--- config.mk ---
export PLATFORM = sky130hd
export DESIGN_NAME = contiguous_block_allocator_top_flat
export DESIGN_NICKNAME = d
export VERILOG_FILES = /design/src/rtl/cba_pkg.sv /design/src/rtl/cba_if.sv /design/src/rtl/cba_dpath.sv /design/src/rtl/cba_ctrl.sv /design/src/rtl/contiguous_block_allocator_top.sv /design/src/flat_wrapper.sv
export SDC_FILE = /design/constraint.sdc
export NUM_CORES = 1
export LEC_CHECK = 0
export ABC_AREA = 1
export ABC_CLOCK_PERIOD_IN_PS = 4100
export BUFFER_PORTS_ARGS = -buffer_cell sky130_fd_sc_hd__buf_2
export CORE_MARGIN = 3
export CORE_UTILIZATION = 55
export CTS_BUF_LIST = sky130_fd_sc_hd__clkbuf_8
export CTS_CLUSTER_DIAMETER = 80
export DETAILED_ROUTE_END_ITERATION = 16
export GPL_ROUTABILITY_DRIVEN = 0
export PLACE_DENSITY = 0.72
export REMOVE_ABC_BUFFERS = 1
export SYNTH_ARGS = -nofsm -noshare
export SYNTH_HDL_FRONTEND = slang
export SYNTH_SLANG_ARGS = --single-unit
--- constraint.sdc ---
create_clock -name clk -period 4.1 [get_ports clk]
set_input_delay 1.23 -clock clk [delete_from_list [all_inputs] [get_ports clk]]
set_output_delay 1.23 -clock clk [all_outputs]
set_load 0.02 [all_outputs]
--- src/rtl/cba_pkg.sv ---
// Package: field widths, map word geometry and controller/datapath command and status types.
`timescale 1ns / 1ps
package cba_pkg;

  localparam int START_W        = 10;
  localparam int COUNT_W        = 11;
  localparam int SIZE_W         = 11;
  localparam int OUT_W          = 10;
  localparam int FILE_W         = 11;
  localparam int WORD_W         = 32;
  localparam int WORD_SHIFT     = 5;
  localparam int MAX_BLOCKS_DEF = 1024;

  localparam logic [SIZE_W-1:0] DISK_SIZE_RST = SIZE_W'(1024);

  typedef struct packed {
    logic clear;
    logic load;
    logic sweep_start;
    logic mark;
    logic respond;
    logic grant;
  } dp_cmd_t;

  typedef struct packed {
    logic clr_last;
    logic in_range;
    logic sweep_done;
    logic hit;
  } dp_sts_t;

endpackage

--- src/rtl/cba_if.sv ---
// Channel interfaces: request, result and configuration write.
`timescale 1ns / 1ps
interface cba_req_if;
  import cba_pkg::*;
  logic               valid;
  logic               ready;
  logic [START_W-1:0] start_block;
  logic [COUNT_W-1:0] block_count;
  modport source (output valid, start_block, block_count, input ready);
  modport sink   (input valid, start_block, block_count, output ready);
endinterface

interface cba_res_if;
  import cba_pkg::*;
  logic             valid;
  logic             ready;
  logic             granted;
  logic [OUT_W-1:0] file_number;
  logic [OUT_W-1:0] end_block;
  modport source (output valid, granted, file_number, end_block, input ready);
  modport sink   (input valid, granted, file_number, end_block, output ready);
endinterface

interface cba_cfg_if;
  import cba_pkg::*;
  logic              valid;
  logic              ready;
  logic [SIZE_W-1:0] data;
  modport source (output valid, data, input ready);
  modport sink   (input valid, data, output ready);
endinterface

--- src/rtl/cba_dpath.sv ---
// Datapath: used-map memory, range check, word sweep engine, file counter and result register.
`timescale 1ns / 1ps
module cba_dpath #(
  parameter int MAX_BLOCKS = cba_pkg::MAX_BLOCKS_DEF
) (
  input  logic                          clk,
  input  logic                          rst,
  input  cba_pkg::dp_cmd_t              cmd,
  output cba_pkg::dp_sts_t              sts,
  input  logic [cba_pkg::START_W-1:0]   start_block,
  input  logic [cba_pkg::COUNT_W-1:0]   block_count,
  input  logic                          cfg_we,
  input  logic [cba_pkg::SIZE_W-1:0]    cfg_data,
  output logic                          granted,
  output logic [cba_pkg::OUT_W-1:0]     file_number,
  output logic [cba_pkg::OUT_W-1:0]     end_block
);
  import cba_pkg::*;

  localparam int NUM_WORDS = (MAX_BLOCKS + WORD_W - 1) / WORD_W;
  localparam int WADDR_W   = (NUM_WORDS > 1) ? $clog2(NUM_WORDS) : 1;
  localparam int POS_W     = WORD_SHIFT + WADDR_W;
  localparam int SIZE_MAX  = (1 << SIZE_W) - 1;
  localparam logic [SIZE_W-1:0]  MAP_CAP   = SIZE_W'((MAX_BLOCKS > SIZE_MAX) ? SIZE_MAX
                                                                          : MAX_BLOCKS);
  localparam logic [WADDR_W-1:0] LAST_WORD = WADDR_W'(NUM_WORDS - 1);

  logic [WORD_W-1:0] mem [NUM_WORDS];

  logic [SIZE_W-1:0]     disk_size;
  logic [FILE_W-1:0]     file_count;
  logic                  in_range;
  logic [POS_W-1:0]      start_pos;
  logic [POS_W-1:0]      last_pos;
  logic [SIZE_W-1:0]     last_sum;
  logic [WADDR_W-1:0]    clr_word;
  logic [WADDR_W-1:0]    cur_word;
  logic [WADDR_W-1:0]    pend_word;
  logic                  issuing;
  logic                  pend_valid;
  logic                  mark_mode;
  logic                  conflict;
  logic [WORD_W-1:0]     rd_data;

  logic [SIZE_W-1:0]     eff_size;
  logic [SIZE_W-1:0]     room;
  logic                  req_ok;
  logic [SIZE_W-1:0]     sum;
  logic [WADDR_W-1:0]    start_word;
  logic [WADDR_W-1:0]    last_word;
  logic [WORD_SHIFT-1:0] lo;
  logic [WORD_SHIFT-1:0] hi;
  logic [WORD_W-1:0]     mask;
  logic                  hit_word;
  logic                  we;
  logic [WADDR_W-1:0]    waddr;
  logic [WORD_W-1:0]     wdata;

  assign eff_size = (disk_size > MAP_CAP) ? MAP_CAP : disk_size;
  assign room     = eff_size - SIZE_W'(start_block);
  assign req_ok   = (block_count != '0) && (SIZE_W'(start_block) < eff_size) &&
                    (SIZE_W'(block_count) <= room);
  assign sum      = SIZE_W'(start_block) + SIZE_W'(block_count) - SIZE_W'(1);

  assign start_word = start_pos[POS_W-1:WORD_SHIFT];
  assign last_word  = last_pos[POS_W-1:WORD_SHIFT];

  // bits of the word under test that fall inside the run
  always_comb begin
    lo = (pend_word == start_word) ? start_pos[WORD_SHIFT-1:0] : '0;
    hi = (pend_word == last_word)  ? last_pos[WORD_SHIFT-1:0]  : '1;
    for (int j = 0; j < WORD_W; j++) begin
      mask[j] = (WORD_SHIFT'(j) >= lo) && (WORD_SHIFT'(j) <= hi);
    end
  end

  assign hit_word = |(rd_data & mask);

  assign sts.clr_last   = (clr_word == LAST_WORD);
  assign sts.in_range   = in_range;
  assign sts.sweep_done = pend_valid && (pend_word == last_word);
  assign sts.hit        = conflict | (pend_valid & ~mark_mode & hit_word);

  assign we    = cmd.clear | (pend_valid & mark_mode);
  assign waddr = cmd.clear ? clr_word : pend_word;
  assign wdata = cmd.clear ? '0 : (rd_data | mask);

  always_ff @(posedge clk) begin
    if (we) begin
      mem[waddr] <= wdata;
    end
    if (issuing) begin
      rd_data <= mem[cur_word];
    end
  end

  always_ff @(posedge clk) begin
    if (rst) begin
      disk_size  <= DISK_SIZE_RST;
      file_count <= '0;
      clr_word   <= '0;
      issuing    <= 1'b0;
      pend_valid <= 1'b0;
      mark_mode  <= 1'b0;
      conflict   <= 1'b0;
      in_range   <= 1'b0;
    end else begin
      if (cfg_we) begin
        disk_size <= cfg_data;
      end
      if (cmd.clear) begin
        clr_word <= clr_word + WADDR_W'(1);
      end
      if (cmd.load) begin
        in_range <= req_ok;
      end
      if (cmd.respond && cmd.grant) begin
        file_count <= file_count + FILE_W'(1);
      end
      pend_valid <= issuing;
      if (pend_valid && !mark_mode && hit_word) begin
        conflict <= 1'b1;
      end
      if (cmd.sweep_start) begin
        issuing   <= 1'b1;
        mark_mode <= cmd.mark;
        conflict  <= 1'b0;
      end else if (issuing && (cur_word == last_word)) begin
        issuing <= 1'b0;
      end
    end
  end

  always_ff @(posedge clk) begin
    pend_word <= cur_word;
    if (cmd.sweep_start) begin
      cur_word <= start_word;
    end else if (issuing) begin
      cur_word <= cur_word + WADDR_W'(1);
    end
    if (cmd.load) begin
      start_pos <= POS_W'(start_block);
      last_pos  <= POS_W'(sum);
      last_sum  <= sum;
    end
    if (cmd.respond) begin
      granted     <= cmd.grant;
      file_number <= cmd.grant ? file_count[OUT_W-1:0] : '0;
      end_block   <= cmd.grant ? last_sum[OUT_W-1:0] : '0;
    end
  end

endmodule

--- src/rtl/cba_ctrl.sv ---
// Controller: clearing pass, range decision, check and mark sweeps, result hand-off.
`timescale 1ns / 1ps
module cba_ctrl (
  input  logic             clk,
  input  logic             rst,
  input  logic             in_valid,
  output logic             in_ready,
  output logic             out_valid,
  input  logic             out_ready,
  output cba_pkg::dp_cmd_t cmd,
  input  cba_pkg::dp_sts_t sts
);
  import cba_pkg::*;

  typedef enum logic [2:0] {
    S_CLEAR,
    S_IDLE,
    S_EVAL,
    S_CHECK,
    S_MARK,
    S_DONE
  } state_t;

  state_t state;
  state_t state_next;
  logic   ok;
  logic   ok_next;

  always_comb begin
    cmd        = '0;
    state_next = state;
    ok_next    = ok;
    unique case (state)
      S_CLEAR: begin
        cmd.clear = 1'b1;
        if (sts.clr_last) begin
          state_next = S_IDLE;
        end
      end
      S_IDLE: begin
        if (in_valid) begin
          cmd.load   = 1'b1;
          state_next = S_EVAL;
        end
      end
      S_EVAL: begin
        if (sts.in_range) begin
          cmd.sweep_start = 1'b1;
          state_next      = S_CHECK;
        end else begin
          ok_next    = 1'b0;
          state_next = S_DONE;
        end
      end
      S_CHECK: begin
        if (sts.sweep_done) begin
          if (sts.hit) begin
            ok_next    = 1'b0;
            state_next = S_DONE;
          end else begin
            ok_next         = 1'b1;
            cmd.sweep_start = 1'b1;
            cmd.mark        = 1'b1;
            state_next      = S_MARK;
          end
        end
      end
      S_MARK: begin
        if (sts.sweep_done) begin
          state_next = S_DONE;
        end
      end
      S_DONE: begin
        if (!out_valid || out_ready) begin
          cmd.respond = 1'b1;
          cmd.grant   = ok;
          state_next  = S_IDLE;
        end
      end
      default: begin
        state_next = S_IDLE;
      end
    endcase
  end

  assign in_ready = (state == S_IDLE);

  always_ff @(posedge clk) begin
    if (rst) begin
      state     <= S_CLEAR;
      ok        <= 1'b0;
      out_valid <= 1'b0;
    end else begin
      state <= state_next;
      ok    <= ok_next;
      if (cmd.respond) begin
        out_valid <= 1'b1;
      end else if (out_ready) begin
        out_valid <= 1'b0;
      end
    end
  end

endmodule

--- src/rtl/contiguous_block_allocator_top.sv ---
// Top level: contiguous block allocator, controller plus datapath.
//
//   channel  dir  payload                                 transfer when
//   req      in   start_block[9:0], block_count[10:0]     req.valid & req.ready
//   res      out  granted, file_number[9:0], end_block[9:0] res.valid & res.ready
//   cfg      in   data[10:0] (disk_size)                  cfg.valid & cfg.ready
//
// One request at a time. With W the number of 32-block map words the run touches, a grant
// passes through the range check, a check sweep and a mark sweep over the W words, and the
// hand-off; a conflict skips the mark sweep, and a zero count or out-of-range run is refused
// after the range check, with no sweep. req.ready rises with res.valid.
// After reset a clearing pass zeroes every map word with req.ready low; cfg is always
// ready. A stalled result waits in the output register while the next request is taken;
// the one after that waits for res.ready.
`timescale 1ns / 1ps
module contiguous_block_allocator_top #(
  parameter int MAX_BLOCKS = cba_pkg::MAX_BLOCKS_DEF
) (
  input logic      clk,
  input logic      rst,
  cba_req_if.sink  req,
  cba_res_if.source res,
  cba_cfg_if.sink  cfg
);
  import cba_pkg::*;

  dp_cmd_t cmd;
  dp_sts_t sts;

  assign cfg.ready = 1'b1;

  cba_ctrl u_ctrl (
    .clk       (clk),
    .rst       (rst),
    .in_valid  (req.valid),
    .in_ready  (req.ready),
    .out_valid (res.valid),
    .out_ready (res.ready),
    .cmd       (cmd),
    .sts       (sts)
  );

  cba_dpath #(
    .MAX_BLOCKS (MAX_BLOCKS)
  ) u_dpath (
    .clk         (clk),
    .rst         (rst),
    .cmd         (cmd),
    .sts         (sts),
    .start_block (req.start_block),
    .block_count (req.block_count),
    .cfg_we      (cfg.valid),
    .cfg_data    (cfg.data),
    .granted     (res.granted),
    .file_number (res.file_number),
    .end_block   (res.end_block)
  );

endmodule

--- src/flat_wrapper.sv ---
// flat-port wrapper written by rule: the top's interface ports become plain ports
module contiguous_block_allocator_top_flat import cba_pkg::*;
#(
  parameter int MAX_BLOCKS = cba_pkg::MAX_BLOCKS_DEF
)
  (clk, rst, req_valid, req_start_block, req_block_count, req_ready, res_valid, res_granted, res_file_number, res_end_block, res_ready, cfg_valid, cfg_data, cfg_ready);
  cba_req_if req_i ();
  cba_res_if res_i ();
  cba_cfg_if cfg_i ();
  input logic clk;
  input logic rst;
  input wire logic [$bits(req_i.valid)-1:0] req_valid;
  input wire logic [$bits(req_i.start_block)-1:0] req_start_block;
  input wire logic [$bits(req_i.block_count)-1:0] req_block_count;
  output wire logic [$bits(req_i.ready)-1:0] req_ready;
  output wire logic [$bits(res_i.valid)-1:0] res_valid;
  output wire logic [$bits(res_i.granted)-1:0] res_granted;
  output wire logic [$bits(res_i.file_number)-1:0] res_file_number;
  output wire logic [$bits(res_i.end_block)-1:0] res_end_block;
  input wire logic [$bits(res_i.ready)-1:0] res_ready;
  input wire logic [$bits(cfg_i.valid)-1:0] cfg_valid;
  input wire logic [$bits(cfg_i.data)-1:0] cfg_data;
  output wire logic [$bits(cfg_i.ready)-1:0] cfg_ready;
  assign req_i.valid = req_valid;
  assign req_i.start_block = req_start_block;
  assign req_i.block_count = req_block_count;
  assign req_ready = req_i.ready;
  assign res_valid = res_i.valid;
  assign res_granted = res_i.granted;
  assign res_file_number = res_i.file_number;
  assign res_end_block = res_i.end_block;
  assign res_i.ready = res_ready;
  assign cfg_i.valid = cfg_valid;
  assign cfg_i.data = cfg_data;
  assign cfg_ready = cfg_i.ready;
  contiguous_block_allocator_top #(.MAX_BLOCKS(MAX_BLOCKS)) u_core (.clk(clk), .rst(rst), .req(req_i), .res(res_i), .cfg(cfg_i));
endmodule
-- Yosys cells after proc, flatten, opt, wreduce, memory -nomap -nowiden
Memories as Yosys holds them, arrays and structs flattened. A register that Yosys moved wholly into a read port is not among the register bits.
Cells that the tools add are included.
- memories kept: 1
- input bits: 37
- memory bits (writable): 1024
- register bits after elaboration: 98
- word-level logic and storage cells: 203
- reduce and logical (&&, ||, !) cells: 52
- add/sub/neg operators: 6
- eq/ne operators: 15
- multiplexer cells: 35
- $lt $le $gt $ge: 67
- bitwise logic cells: 8
- memory list (name ; words ; width ; rd ports ; clocked after Yosys merged registers in ; wr ports ; RTL line ; text):
    u_core.u_dpath.mem ; 32 ; 32 ; 1 ; 1 ; 1 ; cba_dpath.sv:28 ; logic [WORD_W-1:0] mem [NUM_WORDS];
- operators by type and width (kind ; number):
    $ge A5 B5 Y1 const A ; 16
    $le A5 B5 Y1 const A ; 16
    $ge A4 B5 Y1 const A ; 8
    $le A4 B5 Y1 const A ; 8
    $logic_and A1 B1 Y1 ; 39
    $and A32 B32 Y32 ; 1
    $mux W32 ; 1
    $or A32 B32 Y32 ; 1
    $reduce_or A32 Y1 ; 1
    $mux W5 ; 5
    $ge A3 B5 Y1 const A ; 4
    $le A3 B5 Y1 const A ; 4
    $mux W3 ; 6
    $pmux W3 S6 ; 1
    $eq A5 B5 Y1 ; 3
    $mux W1 ; 15
    $add A11 B1 Y11 const B ; 1
    $gt A11 B11 Y1 const B ; 1
    $le A11 B11 Y1 ; 1
    $lt A10 B11 Y1 ; 1
    $mux W11 ; 1
    $reduce_bool A11 Y1 ; 1
    $sub A11 B10 Y11 ; 1
    $add A10 B10 Y10 ; 1
    other kinds (24) ; 46

-- Longest topological paths before layout
Gate-level depths: netlist of run 1.
- depth after elaboration: 12
- gate-level depth with buffers: 23
- mapped depth without buffers: 23

-- By module
Synthesis of run 1 repeated with hierarchy kept, for this count alone.
- cell total of the unflattened synthesis: 3822
- area total of the unflattened synthesis: 47098.9 um^2
- by module, submodules not included (module ; times used ; cells each ; area an instance (um^2)):
    cba_dpath ; 1 ; 3757 ; 46719.8
    cba_ctrl ; 1 ; 63 ; 367.9
    contiguous_block_allocator_top ; 1 ; 2 ; 11.3

-- Least setup slack after synthesis of run 1
OpenSTA, ideal clock, no wires.
- path type: input port to flip-flop
- from: in req_start_block[0]
- to: reg u_core.u_dpath.in_range
- setup slack: 231 ps
- data arrival time: 3798 ps
- stages: 18
- path buffers: 0
- cells stage by stage: ha_1 -> inv_1 -> fa_1 -> a221o_1 -> nand2_1 -> a21oi_1 -> a211oi_1 -> nor2_1 -> nor2_1 -> o21ai_0 -> xor2_1 -> ha_1 -> nand2_1 -> nor4_1 -> nand4_1 -> nand2_1 -> nand2_1 -> a21oi_1
- word-level cells in the longest chain between the ends: 3
- elaborated cells on any way between the ends: 5
- those cells by class: add/sub (1); order compare (2); reduce/logical (2)
- RTL lines (element ; RTL line ; text):
    from (decl) ; flat_wrapper.sv:13 ; input wire logic [$bits(req_i.start_block)-1:0] req_start_block;
    $sub A11 B10 Y11 or $lt A10 B11 Y1 (tied branches) ; cba_dpath.sv:60, cba_dpath.sv:61 ;
    $le A11 B11 Y1 or $logic_and A1 B1 Y1 (tied branches) ; cba_dpath.sv:62, cba_dpath.sv:61 ;
    $logic_and A1 B1 Y1 * ; cba_dpath.sv:61 ; assign req_ok = (block_count != '0) && (SIZE_W'(start_block) < eff_size) &&
    to (signal assigned) ; cba_dpath.sv:115 ; in_range <= req_ok;
    to (decl) ; cba_dpath.sv:32 ; logic in_range;
Every way passes the cells marked *; elsewhere a longest branch is shown, timed or not.
A chain may end at the register's enable or synchronous reset.

-- Final worst setup path of run 1
- from: reg u_core.u_dpath.disk_size[6]
- to: reg u_core.u_dpath.in_range
- word-level cells in the longest chain between the ends: 5
- elaborated cells on any way between the ends: 7
- those cells by class: add/sub (1); order compare (3); mux (1); reduce/logical (2)
- RTL lines (element ; RTL line ; text):
    from (decl) ; cba_dpath.sv:30 ; logic [SIZE_W-1:0] disk_size;
    from (signal assigned) ; cba_dpath.sv:109 ; disk_size <= cfg_data;
    $gt A11 B11 Y1 ; cba_dpath.sv:59 ; assign eff_size = (disk_size > MAP_CAP) ? MAP_CAP : disk_size;
    $mux W11 * ; cba_dpath.sv:59 ;
    $sub A11 B10 Y11 or $lt A10 B11 Y1 (tied branches) ; cba_dpath.sv:60, cba_dpath.sv:61 ;
    $le A11 B11 Y1 or $logic_and A1 B1 Y1 (tied branches) ; cba_dpath.sv:62, cba_dpath.sv:61 ;
    $logic_and A1 B1 Y1 * ; cba_dpath.sv:61 ;
Marks and branches as above.

==> results of run 1 <==
final cells by class:
cell class                      instances  area, sq um  area share, %
Inverter                              186          714           1.36
Tap cell                             1134         1420           2.70
Sequential cell                      1143        33900           64.6
Multi-Input combinational cell       2232        11500           21.9
Clock buffer                          178         2450           4.67
Timing Repair Buffer                  207         1710           3.25
Antenna cell                            1         2.50        0.00477
Clock inverter                        132          764           1.46
cells in the final DEF (no fill, tap or decap), drive strengths merged, types with 2 or more instances in the layout:
| master | n |
|---|---|
| a221o | 2 |
| ha | 42 |
| a31oi | 3 |
| nor4 | 6 |
| clkinvlp | 3 |
| inv | 241 |
| o311ai | 2 |
| nand3 | 136 |
| dfxtp | 41 |
| clkinv | 70 |
| o22ai | 159 |
| clkbuf | 178 |
| fa | 2 |
| a211oi | 2 |
| o211ai | 29 |
| xor2 | 18 |
| nor3 | 9 |
| nor2 | 689 |
| o21ai | 584 |
| o221ai | 102 |
| a221oi | 3 |
| nand2 | 304 |
| buf | 207 |
| edfxtp | 1102 |
| nand4 | 45 |
| xnor2 | 8 |
| a21oi | 78 |
| bufinv | 4 |
critical path: stages, from the launching register on:
cell      delay (ps)
dfxtp_1          310
nor4_1           330
buf_4            180
nand4_1           60
nand2_1           90
inv_1             80
nor2_1            90
ha_1             250
nand2_1           70
inv_1             50
a221o_1          330
nand2_1           90
a21oi_1           80
a211oi_2         190
nor2_1            70
nor2_1            70
o21ai_0           90
xor2_1           150
ha_1             300
nand2_1           80
nor4_1           260
nand4_1          130
nand2_1          100
nand2_1           50
a21oi_1          100
cell families after synthesis:
group,count (synthesis)
simple gates,1191
flops,1143
compound gates,970
buf+inv,414
fa+ha+maj,44
xor+xnor,26
other cells,1
stage by stage:
stage	instance area (sq um)	hold slack [ps]	TNS [ps]	power [mW]
finish	52500	486	0	32.9
global route	52500	512	0	34.2
CTS	52500	477	0	32.9
detailed placement	49300	477	-124	24.2
global placement	49300	472	-85.2	24.1
floorplan	45900	410	-495410	20.7
power groups by stage:
stage	clock network (mW)	logic (mW)	registers, mW
floorplan	0	3.02	17.7
global placement	0	6.53	17.6
detailed placement	0	6.66	17.6
CTS	8.90	6.67	17.4
global route	9.44	7.28	17.4
finish	8.79	6.78	17.4
synthesized netlist by cell type, types with 3 or more instances:
master       n
edfxtp_1  1102
nor2_1     684
o21ai_0    582
nand2_1    296
clkbuf_1   207
inv_1      177
o22ai_1    159
nand3_1    135
o221ai_1   102
a21oi_1     77
nand4_1     43
ha_1        42
dfxtp_1     41
o211ai_1    29
buf_1       19
xor2_1      18
nor3_1       9
xnor2_1      8
inv_2        7
nor4_1       6
nand2_2      5
a221oi_1     3
a31oi_1      3
nand2_4      3
nor2_2       3
flip-flops by register name (all words and copies together), names as in the netlist, 3 cells and up:
signal / cells
u_core.u_dpath.mem: 1024
u_core.u_dpath.rd_data: 32
u_core.u_dpath.disk_size: 11
u_core.u_dpath.end_block: 10
u_core.u_dpath.file_count: 10
u_core.u_dpath.file_number: 10
u_core.u_dpath.last_sum: 10
u_core.u_dpath.start_pos: 10
u_core.u_dpath.clr_word: 5
u_core.u_dpath.cur_word: 5
u_core.u_dpath.pend_word: 5
u_core.u_ctrl.state: 3
repair_timing:
| action | in CTS | in global routing |
|---|---|---|
| setup buffers | 0 | 0 |
| hold buffers | 0 | 0 |
| resized for setup | 0 | 2 |
| endpoints found under the setup margin | 0 | 1 |
how the worst max path moves through the flow:
stage,slack [ps],startpoint,endpoint
5_1_grt,5,u_core.u_dpath.disk_size[6],u_core.u_dpath.in_range
6_report,410,u_core.u_dpath.disk_size[6],u_core.u_dpath.in_range
2_1_floorplan,-13980,u_core.u_dpath.cur_word[0],u_core.u_dpath.rd_data[10]
3_3_place_gp,-90,req_start_block[0],u_core.u_dpath.in_range
3_5_place_dp,-120,req_start_block[0],u_core.u_dpath.in_range
4_1_cts,370,u_core.u_dpath.disk_size[6],u_core.u_dpath.in_range
layer usage:
metal,share of wire [%],global-route usage (%),vias up,wire length [microns]
li1,-,-,14200,-
met1,38,40.1,15700,49400
met2,47,45.2,2061,60100
met3,11,5.55,324,14800
met4,3.6,12.1,2,4690
met5,0.0093,0,-,12
==> results.md, run 1 <==
- Placed cells: 4902
- Post-Layout Cell Count: 5213
- Reg power frac: 52.7%
- I/O Pins: 61
- Clk root buf: clkbuf_8
- Post-synthesis adder-cell area fraction: 1.21%
- Hold WC Path Type: register to register
- Mapped Area: 46700 sq um
- Yosys cell types: 47
- Initial Util: 55.6%
- Tmin final: 3690 ps
- # setup viols final: 0
- Synthesized netlist cell count: 3789
- Status: complete, no violations
- Switching power: 10.3 mW
- Hold Path Sink: u_core.u_dpath.file_count[9]
- Post-synthesis simple-gate area fraction: 10.4%
- Logic pwr share: 20.6%
- Nets: 4028
- Final core occ: 62.5%
- Synth area leaders: edfxtp_1 (71%), o21ai_0 (6.2%), nor2_1 (5.5%)
- Final Hold Fails: 0
- Pins Over Slew Limit: 0
- Leading area contributor after synthesis: edfxtp_1
- Internal Power: 22.6 mW
- Max VDD drop: 0.524 mV
- Total GRT Usage: 28.9%
- Top_reg_cell synth: edfxtp_1
- Setup CP Type: register to register
- Clock Pin Slew Worst Setup and Hold Paths: 60 ps
- EDFF count, synth: 1102
- R2r setup slk: 410 ps
- # DRC: 0
- Fmax: 271 MHz
- Largest net degree at the start of global routing: 136
- HPWL after detailed placement: 71.5 mm
- Share of Yosys cell area claimed by the top area cell type: 70.8%
- Remaining global-route overflow: 0
- Antenna violations before repair: 4
- Seq cells post-synth: 1143
- Num Clock Sinks: 1143
- Hold Crit Start: u_core.u_dpath.file_count[9]
- Syn Area/Cell: 12.3 sq um
- Layout cells sized above 1: 12.2%
- Clock Power Share: 26.7%
- Mux cell area share after synthesis: 0%
- Die H: 297 microns
- First-pass GRT wire length: 191 mm
- Synth Area in Compound Gates: 11.9%
- Place WS: -124 ps
- Largest family of logic cells by synthesized area: compound AO/OA/AOI/OAI gates
- Measured slew at the worst slew-check pin: 1230 ps
- Crit start category: register
- Number of fill cells in the layout: 6310
- CP Max Fanout: 4
- Worst r2r path cells: 24
- Final setup margin: 412 ps
- TritonCTS clock tree: built
- Die width: 297 microns
- Clock buffer depth: 3
- Critical Path Sink Type: register
- XOR/XNOR Fraction of Synth Area: 0.487%
- Asr flop ratio synth: 0%
- Slew headroom: 17.8%
- Sw Share: 31.3%
- RSZ-0062 raised after global routing: false
- Worst Hold Path Cells: 2
- Leakage: 17.9 nW
- Worst R2R End: u_core.u_dpath.in_range
- Crit path DAT: 4470 ps
- Fin crit share: 89.9%
- Initial DRC count: 4170
- Vias per cell: 6.20
- Layout area overhead: 12.4%
- Via count: 32300
- H-tree lvl count: 4
- Total die area: 88500 sq um
- Vias in the first global route: 30900
- Port bufs: 59
- Final wirelength: 129 mm
- Routed length per instance: 24.7 microns
- Max-cap violations: 0
- Yosys Warn Count: 0
- # rows: 106
- Worst skew pair latency: 860 ps
- Part of the Yosys area used for sequential elements: 72.6%
- PD cells: 627 nW/um^2
- FF-to-FF Start: u_core.u_dpath.disk_size[6]
- Total CTS buffers: 177
- Core ar.: 84000 sq um
- Routed Antenna Nets: 0
- CP required: 4880 ps
- DRT Pass-1 Iters: 7
- Worst Clk Skew: 57.3 ps
Power figures use the tool's default switching activity.
==> run 2, diff against run 1 <==
--- a/config.mk
+++ b/config.mk
@@ -6,15 +6,14 @@
 export NUM_CORES = 1
 export LEC_CHECK = 0
 export ABC_AREA = 1
-export ABC_CLOCK_PERIOD_IN_PS = 4100
 export BUFFER_PORTS_ARGS = -buffer_cell sky130_fd_sc_hd__buf_2
 export CORE_MARGIN = 3
-export CORE_UTILIZATION = 55
+export CORE_UTILIZATION = 35
 export CTS_BUF_LIST = sky130_fd_sc_hd__clkbuf_8
 export CTS_CLUSTER_DIAMETER = 80
 export DETAILED_ROUTE_END_ITERATION = 16
 export GPL_ROUTABILITY_DRIVEN = 0
-export PLACE_DENSITY = 0.72
+export PLACE_DENSITY = 0.5
 export REMOVE_ABC_BUFFERS = 1
 export SYNTH_ARGS = -nofsm -noshare
 export SYNTH_HDL_FRONTEND = slang
==> run 2 against run 1 <==
Compared with the run above: sequential share of layout area decreased by 1.4 points; critical path depth decreased by 1; global-route usage decreased by 7.7 points; cell area increased by 2.3%; clock-buffer cell count increased by 19; die area increased by 56%; largest cell class unchanged.
==> results.md, run 2 (synthesis gave the netlist of run 1 again) <==
- First-pass GRT wire length: 213 mm
- CP Max Fanout: 8
- Sw Share: 31.8%
- GR Layer Usage met3: 3.93%
- CTS resizes: 0
- Port bufs: 59
- Final wirelength: 147 mm
- H-tree lvl count: 4
- Slew headroom: 12.1%
- Total GRT Usage: 21.2%
- Crit start category: register
- R2r setup slk: 440 ps
- Switching power: 10.7 mW
- Core ar.: 132000 sq um
- Status: complete, no violations
- Leakage: 18.2 nW
- Final Hold Fails: 0
- Total CTS buffers: 190
- Final Power: 33.7 mW
- Hold Path Sink: u_core.u_dpath.file_count[9]
- Measured slew at the worst slew-check pin: 1310 ps
- Most common cell after layout, fill and taps aside: edfxtp_1
- Layout area overhead: 14.9%
- Worst Clk Skew: 62.1 ps
- Crit path DAT: 4470 ps
- RSZ-0062 raised after global routing: false
- Internal Power: 23.0 mW
- Vias in the first global route: 30500
- Layout cells sized above 1: 12.9%
- Vias per cell: 5.41
- Worst R2R End: u_core.u_dpath.in_range
- Worst skew pair latency: 900 ps
- Max VDD drop: 0.562 mV
- Met2 usage: 33.2%
- # rows: 133
- Largest net degree at the start of global routing: 146
- Number of fill cells in the layout: 12400
- Antenna violations before repair: 5
- Fmax: 273 MHz
- Worst r2r path cells: 23
- PD cells: 628 nW/um^2
- Clock Pin Slew Worst Setup and Hold Paths: 50 ps
- Num Clock Sinks: 1143
- Hold WC Path Type: register to register
- I/O Pins: 61
- Max FFs per register: 1024
- Clk root buf: clkbuf_8
- Fin crit share: 89.3%
- CP required: 4910 ps
- DRT Pass-1 Iters: 5
- Nets: 4059
- Die width: 371 microns
- Routed length per instance: 25.1 microns
- Hold Crit Start: u_core.u_dpath.file_count[9]
- Remaining global-route overflow: 0
- Biggest register: u_core.u_dpath.mem
- Most frequent cells in the layout: edfxtp_1 (1102), nor2_1 (635), o21ai_0 (582), nand2_1 (296), inv_1 (242)
- HPWL after detailed placement: 82.9 mm
- Clock Power Share: 27.4%
- FF-to-FF Start: u_core.u_dpath.disk_size[0]
- Max-cap violations: 0
- Setup CP Type: register to register
- # setup viols final: 0
- Biggest regs: u_core.u_dpath.mem: 1024 flops, u_core.u_dpath.rd_data: 32 flops, u_core.u_dpath.disk_size: 11 flops
- Postcts setup bufs: 0
- Routed Antenna Nets: 0
- Pins Over Slew Limit: 0
- Clock buffer depth: 3
- Reg power frac: 51.5%
- GRT Max-Usage Layer: met2
- Initial Util: 35.4%
- # DRC: 0
- Tmin final: 3660 ps
- Logic pwr share: 21.1%
- Final setup margin: 440 ps
- TritonCTS clock tree: built
- Place WS: -132 ps
- Die H: 371 microns
- M1 GR Usage: 30.3%
- Total die area: 138000 sq um
- Critical Path Sink Type: register
- Hold-fix buffers, CTS: 0
- Worst Hold Path Cells: 2
- Initial DRC count: 2916
- Via count: 31800
-- run 2: cell count changes in the layout (fill, tap and decap cells not counted), sizes merged --
cell	previous run	this run
buf	207	225
clkbuf	178	197
clkinv	70	54
clkinvlp	3	4
diode	1	6
inv	241	261
-- run 2: cell type report --
class / instances / area (sq um) / area share, %
Sequential cell: 1143 / 33900 / 63.2
Clock buffer: 197 / 2710 / 5.05
Antenna cell: 6 / 15.0 / 0.0280
Inverter: 186 / 718 / 1.34
Clock inverter: 137 / 692 / 1.29
Multi-Input combinational cell: 2232 / 11600 / 21.6
Tap cell: 1755 / 2200 / 4.09
Timing Repair Buffer: 225 / 1870 / 3.48
-- run 2: per-stage QoR --
step | instance area [sq um] | instances | util [%] | setup TNS, ps | hold slack, ps
floorplan | 45900 | 3561 | - | -495410 | 410
global placement | 50300 | 5541 | 38.1 | -185 | 468
detailed placement | 50300 | 5541 | 38.1 | -132 | 473
CTS | 53700 | 5875 | 40.7 | 0 | 448
global route | 53700 | 5878 | 40.7 | 0 | 493
finish | 53700 | 5881 | 40.7 | 0 | 478
-- run 2: per-layer routing --
layer,vias to the layer above,share of wire [%]
met1,16200,45
li1,14300,-
met2,1097,46
met5,-,0
met4,0,1.8
met3,183,7.2
-- run 2: critical path, cell delays in order (launching register included) --
cell	delay, ps
dfxtp_1	320
nor4_1	290
nand4_1	120
nand2_1	90
inv_1	130
nor2_4	150
ha_1	260
nand2_1	70
inv_1	60
a221o_1	330
nand2_1	90
a21oi_1	80
a211oi_2	180
nor2_1	60
nor2_1	80
o21ai_0	100
xor2_1	150
ha_1	300
nand2_1	80
nor4_1	290
nand4_1	120
nand2_1	80
nand2_1	50
a21oi_1	110
-- run 2: power groups by stage --
stage	sequential (mW)	clock [mW]	combinational, mW
2_1_floorplan	17.7	0	3.02
3_3_place_gp	17.6	0	7.12
3_5_place_dp	17.6	0	7.18
4_1_cts	17.4	9.50	7.19
5_1_grt	17.4	10.0	7.69
6_report	17.4	9.25	7.10
-- run 2: how the worst max path moves through the flow --
| stage | cells after the start | from | end | slack (ps) |
|---|---|---|---|---|
| floorplan | 7 | u_core.u_dpath.cur_word[0] | u_core.u_dpath.rd_data[10] | -13980 |
| global placement | 18 | req_start_block[1] | u_core.u_dpath.in_range | -190 |
| detailed placement | 18 | req_start_block[1] | u_core.u_dpath.in_range | -130 |
| CTS | 23 | u_core.u_dpath.disk_size[6] | u_core.u_dpath.in_range | 300 |
| global route | 23 | u_core.u_dpath.disk_size[0] | u_core.u_dpath.in_range | 70 |
| finish | 23 | u_core.u_dpath.disk_size[0] | u_core.u_dpath.in_range | 440 |
